<file path="src/rbsi_div_pipe.sv">
`timescale 1ns / 1ps
// Pipelined restoring divider, one quotient bit per stage, several lanes
// sharing a valid bit and a sideband word. Standalone; no package needed.
module rbsi_div_pipe #(
    parameter int LANES  = 1,
    parameter int Q_W    = 16,
    parameter int D_W    = 32,
    parameter int SIDE_W = 1
) (
    input  logic                        i_clk,
    input  logic                        i_rst_n,
    input  logic                        i_en,
    input  logic                        i_valid,
    input  logic [SIDE_W-1:0]           i_side,
    input  logic [LANES-1:0][D_W-1:0]   i_rem,
    input  logic [LANES-1:0][Q_W-1:0]   i_dvd,
    input  logic [LANES-1:0][D_W-1:0]   i_den,
    output logic                        o_valid,
    output logic [SIDE_W-1:0]           o_side,
    output logic [LANES-1:0][Q_W-1:0]   o_quo
);

    // The dividend register shifts its bits out at the top while quotient
    // bits enter at the bottom; after Q_W stages it holds the quotient.
    // The partial remainder must start below the divisor.
    logic                      r_v    [Q_W];
    logic [SIDE_W-1:0]         r_side [Q_W];
    logic [LANES-1:0][D_W-1:0] r_rem  [Q_W];
    logic [LANES-1:0][D_W-1:0] r_den  [Q_W];
    logic [LANES-1:0][Q_W-1:0] r_dvd  [Q_W];

    for (genvar k = 0; k < Q_W; k++) begin : g_stage
        logic                      pv;
        logic [SIDE_W-1:0]         pside;
        logic [LANES-1:0][D_W-1:0] prem;
        logic [LANES-1:0][D_W-1:0] pden;
        logic [LANES-1:0][Q_W-1:0] pdvd;
        logic [LANES-1:0][D_W-1:0] n_rem;
        logic [LANES-1:0][Q_W-1:0] n_dvd;

        if (k == 0) begin : g_first
            assign pv    = i_valid;
            assign pside = i_side;
            assign prem  = i_rem;
            assign pden  = i_den;
            assign pdvd  = i_dvd;
        end else begin : g_next
            assign pv    = r_v[k-1];
            assign pside = r_side[k-1];
            assign prem  = r_rem[k-1];
            assign pden  = r_den[k-1];
            assign pdvd  = r_dvd[k-1];
        end

        always_comb begin
            logic [D_W:0] wide;
            logic [D_W:0] diff;
            for (int l = 0; l < LANES; l++) begin
                wide = {prem[l], pdvd[l][Q_W-1]};
                diff = wide - {1'b0, pden[l]};
                // No borrow means the shifted remainder reached the divisor.
                n_rem[l] = diff[D_W] ? wide[D_W-1:0] : diff[D_W-1:0];
                n_dvd[l] = {pdvd[l][Q_W-2:0], ~diff[D_W]};
            end
        end

        always_ff @(posedge i_clk) begin
            if (!i_rst_n) begin
                r_v[k] <= 1'b0;
            end else if (i_en) begin
                r_v[k] <= pv;
            end
        end

        always_ff @(posedge i_clk) begin
            if (i_en) begin
                r_side[k] <= pside;
                r_rem[k]  <= n_rem;
                r_den[k]  <= pden;
                r_dvd[k]  <= n_dvd;
            end
        end
    end

    assign o_valid = r_v[Q_W-1];
    assign o_side  = r_side[Q_W-1];
    assign o_quo   = r_dvd[Q_W-1];

endmodule

</file>
<file path="config.mk">
export PLATFORM = sky130hd
export DESIGN_NAME = rbsi_div_pipe
export DESIGN_NICKNAME = d
export VERILOG_FILES = /design/src/rbsi_div_pipe.sv
export SDC_FILE = /design/constraint.sdc
export NUM_CORES = 2
export LEC_CHECK = 0
export BUFFER_PORTS_ARGS = -buffer_cell sky130_fd_sc_hd__buf_2
export CAP_MARGIN = 20
export CORE_MARGIN = 2
export CORE_UTILIZATION = 55
export DETAILED_ROUTE_END_ITERATION = 16
export PLACE_DENSITY_LB_ADDON = 0.2
export RECOVER_POWER = 100
export SYNTH_ARGS = -nofsm -noshare
export SYNTH_HDL_FRONTEND = slang
export SYNTH_SLANG_ARGS = --single-unit
</file>
<file path="constraint.sdc">
create_clock -name i_clk -period 6 [get_ports i_clk]
set_clock_uncertainty 0.2 [all_clocks]
set_input_delay 0.6 -clock i_clk [delete_from_list [all_inputs] [get_ports i_clk]]
set_output_delay 0.6 -clock i_clk [all_outputs]
set_load 0.05 [all_outputs]
</file>
[Word-level counts from Yosys, hierarchy flattened]
Memories as Yosys holds them, arrays and structs flattened.
Cells that the tools add are included.
Word-level totals
  bits in writable memories: 1312
  memories kept: 5
  register bits: 0
  input bits: 85
Operators by class
  add/subtract/negate cells: 16
  bitwise logic cells: 32
  mux-type cells: 37
Memories
  r_den: depth 16, bits a word 32, rd ports 15, clocked after memory_dff 0, wr ports 16, line 29  | logic [LANES-1:0][D_W-1:0] r_den [Q_W];
  r_rem: depth 16, bits a word 32, rd ports 15, clocked after memory_dff 0, wr ports 16, line 28  | logic [LANES-1:0][D_W-1:0] r_rem [Q_W];
  r_dvd: depth 16, bits a word 16, rd ports 16, clocked after memory_dff 0, wr ports 16, line 30  | logic [LANES-1:0][Q_W-1:0] r_dvd [Q_W];
  r_side: depth 16, bits a word 1, rd ports 16, clocked after memory_dff 0, wr ports 16, line 27  | logic [SIDE_W-1:0] r_side [Q_W];
  r_v: depth 16, bits a word 1, rd ports 16, clocked after memory_dff 0, wr ports 16, line 26  | logic r_v [Q_W];
Operator list (number)
  $sub A33 B32 Y33: 16
  $mux W32: 16
  $mux W1: 21
  $not A1 Y1: 16
  $or A1 B1 Y1: 16

[Logic depth before layout (Yosys ltp)]
  depth after elaboration: 4
  mapped depth: 16
  depth with buffers taken out: 15

[Least setup slack after synthesis]
No wires, ideal clock.
  path type: flip-flop to flip-flop
  start point: mem r_den[1][160] (netlist name)
  end point: mem r_rem[14][24] (netlist name) (data pin)
  data arrival time: 3.355 ns
  path buffers: 1
  path slack: 2.183 ns
  cell stages (with the launch flop): 15
  cell sequence: edfxtp_1 -> ha_1 -> fa_1 -> nor2b_1 -> o21ai_1 -> a21oi_1 -> nor4_1 -> o21ai_1 -> a2111oi_1 -> nor3_1 -> a221oi_2 -> o21ai_1 -> xor2_1 -> buf_4 -> mux2_1
RTL lines (line)
  start, declared: 29
  end, declared: 28

==> impl_metrics.csv <==
group,metric,value,unit
status,outcome,"finished, violations left",
status,violations,"max-capacitance violations, max-slew violations",
grt,grt_pass1_vias,45800,
cts,clk_path_buf_depth,3,
grt,grt-ovfl-total,0,
drt,ant_nets,0,
yosys,synth_top_family_by_area,"compound AO/OA/AOI/OAI gates",
floorplanning,initial_core_util,55.5,%
cts,cts_buffers,138,
grt,grt_max_degree,189,
cts,cts_tree,"built",
sta,fin_tns_setup,0,ns
drt,dr_wl_met2,78.2,mm
floorplanning,core_area,0.126,sq mm
finish,area_growth,10.6,%
yosys,postSynth.asyncResetShare,0,%
place,hpwl,105,mm
yosys,synthTopCellsByArea,"edfxtp_1 54%, ha_1 9.2%, mux2_1 5.2%",
yosys,synthAdderAreaFrac,9.59,%
setup_path,cp_data_arrival_time,5.55,ns
setup_path,crit_type,"flip-flop to flip-flop",
setup_path,crit_start,"r_den[0][192]$_DFFE_PP_",
finish,multi_input_area,0.0292,sq mm
yosys,synthXorXnorAreaFrac,5.40,%
setup_path,cp_common_cell,"o21ai_0",
sta,slew_headroom,-131,%
worst_hold_path,hold_path.class,"flip-flop to flip-flop",
sta,tightest_slew,3.47,ns
place,portBuffers,102,
floorplanning,die_w,360,um
floorplanning,die_y,360,um
grt,grt_antenna_before_repair,0,
finish,fin_cells,7846,
yosys,synthesis.area,0.0698,sq mm
flow_run,cap_violations,9,
grt,grt_pass1_wl,227,mm
drt,wl,141,mm
sta,min_period,5.25,ns
drt,avgViaCountPerCell,5.66,
yosys,synth_area_leader_cell,"edfxtp_1",
cts,ctsResizeCount,0,
yosys,synthDistinctLibCells,94,
sta,rsz0062_at_grt,"false",
cts,root_buffer,"clkbuf_16",
setup_path,slowest_delay,0.58,ns
sta,setup_viol_count_final,0,
drt,wl_met1,50.2,mm
yosys,synth_top_area_share,53.7,%
setup_path,r2r_start,"r_den[0][192]$_DFFE_PP_",
finish,drive_above_1_share,5.60,%
drt,first_pass_iters,6,
pwr,ir_worst_vdd,0.000291,V
finish,diodes,0,
sta,fmax,0.191,GHz
pwr,powerDensity,543,mW/mm^2
yosys,synth_compound_area_share,12.9,%
setup_path,crit_chain,"ha_1 > fa_1 > nor2b_1 > o21ai_0 > a21oi_1 > o21ai_0 > o21ai_0 > a31o_1 > a31oi_1 > o21ai_0 > clkbuf_1 > a311o_1 > nand3_1 > inv_2 > mux2_1",
yosys,yosys.area_share.simple,7.21,%
floorplanning,fp.dieArea,0.130,sq mm
worst_hold_path,min-delay-start,"r_dvd[1][7]$_DFFE_PP_",
drt,drcViolationCount,0,
yosys,synth_edf_count,1247,
yosys,syn-instance-count,5864,
cts,clkSinkCount,1248,
sta,fin_crit_sh,87.5,%
finish,fill_cells,9816,
finish,seqCellArea,0.0375,sq mm
place,gp_congestion,0.997,
place,dpl_cell_area,0.0722,sq mm
cts,post_cts_buffers,0,
setup_path,cp.required,6.30,ns
drt,highest_layer,"met4",
drt,vias,44400,
finish,fin_area,0.0772,sq mm
yosys,ys_seq_area_share,53.7,%
drt,wl_per_cell,17.9,um
sta,slew_violations,704,
cts,clk_pin_slew_worst_paths,0.06,ns
setup_path,slowest_stage,"inv_2",
setup_path,worstSetupStartpointType,"flip-flop",
yosys,synth_top_flop_cell,"edfxtp_1",
floorplanning,row_count,130,
sta,hold_violations,0,
cts,htreeDepth,4,
yosys,syn_area_per_cell,11.9,sq um
setup_path,cp_max_fo,32,
grt,grt_usage,21.7,%
cts,insertion_delay,0.78,ns
finish,num-nets-final,6698,
yosys,yosys_warnings,0,
yosys,yosys_register_bits,1248,
drt,dr.first_iter.drc_count,2392,
pwr,leakage,32.1,nW
setup_path,worst_setup_path_end_kind,"flip-flop",
yosys,synth_mux_area_share,6.82,%
yosys,synth_nets,6475,
drt,route.met3.wl,4.05,mm
floorplanning,io-pin-count,103,
sta,hold_ws,0.198,ns
place,post-place-cells,7515,
routing by layer:
metal  GRT usage [%]  up-vias
met5               0        -
met4            12.6        0
met1            21.2    21200
li1                -    21900
met2            42.8      901
met3            3.13      426
synthesized netlist by cell type (54+ instances only):
| cell type | count |
|---|---|
| a21o_1 | 284 |
| a21oi_1 | 461 |
| clkbuf_1 | 96 |
| edfxtp_1 | 1247 |
| ha_1 | 511 |
| inv_1 | 637 |
| mux2_1 | 322 |
| nand2_1 | 349 |
| nand2b_1 | 54 |
| nand3_1 | 93 |
| nand4_1 | 71 |
| nor2_1 | 208 |
| nor2b_1 | 74 |
| o21ai_0 | 196 |
| o21ai_1 | 97 |
| o21bai_1 | 63 |
| xnor2_1 | 264 |
| xor2_1 | 159 |
where the power goes:
group / leakage (nW) / internal [W] / switching (W)
Sequential: 12.2 / 0.0130 / 0.00128
Clock: 2.18 / 0.00494 / 0.00343
Combinational: 17.7 / 0.00872 / 0.0105
Total: 32.1 / 0.0267 / 0.0152
critical path: cells and delay by family (launching register included):
family	cells	cell delay [ns]
adder cells (fa/ha/maj)	2	0.68
flip-flops	1	0.41
buffers and inverters	2	0.91
multiplexers	1	0.38
AO/OA/AOI/OAI	8	2.03
AND/OR/NAND/NOR	2	0.34
cell type report:
| cell class | instances | area share [%] |
|---|---|---|
| Clock buffer | 168 | 4.70 |
| Clock inverter | 81 | 1.13 |
| Inverter | 644 | 3.13 |
| Multi-Input combinational cell | 3833 | 37.8 |
| Sequential cell | 1248 | 48.6 |
| Tap cell | 1650 | 2.68 |
| Timing Repair Buffer | 222 | 1.96 |
layout by cell type (no fill, tap or decap), types with 157 or more instances in the layout:
cell and n:
inv_1 637, nor2_1 208, nand2_1 349, o21ai_0 248, xnor2_1 262, mux2_1 346
a21oi_1 464, xor2_1 157, edfxtp_1 1247, a21o_1 284, ha_1 511
final timing paths:
path / slack (ns) / depth (start not counted) / endpoint
max: 0.75 / 15 / r_rem[7][8]$_DFFE_PP_
min: 0.20 / 0 / r_dvd[2][8]$_DFFE_PP_
max reg2reg: 0.75 / 15 / r_rem[7][8]$_DFFE_PP_
min reg2reg: 0.20 / 0 / r_dvd[2][8]$_DFFE_PP_
state kept, by name, summed over array words and instances (netlist names):
signal / cells
r_side: 16
r_dvd: 256
r_v: 16
r_den: 480
r_rem: 480
metrics by stage:
stage	setup WS, ns	utilization, %	total power (W)
3_3_place_gp	1.14	57.4	0.0334
2_1_floorplan	2.18	-	0.0293
5_1_grt	0.448	61.4	0.0448
6_report	0.751	61.4	0.0419
3_5_place_dp	1.12	57.4	0.0338
4_1_cts	1.10	61.7	0.0425
timing repair:
item / in CTS / in global routing
endpoints found under the setup margin: 0 / 0
hold endpoints to repair: 82 / 0
hold buffers: 82 / 0
kinds of logic after synthesis:
group	after synthesis
AO/OA/AOI/OAI	1420
adder cells (fa/ha/maj)	526
AND/OR/NAND/NOR	1042
multiplexers	418
XOR/XNOR	427
flip-flops	1248
buffers and inverters	783
Note: power is estimated with default switching activity, not from simulation.
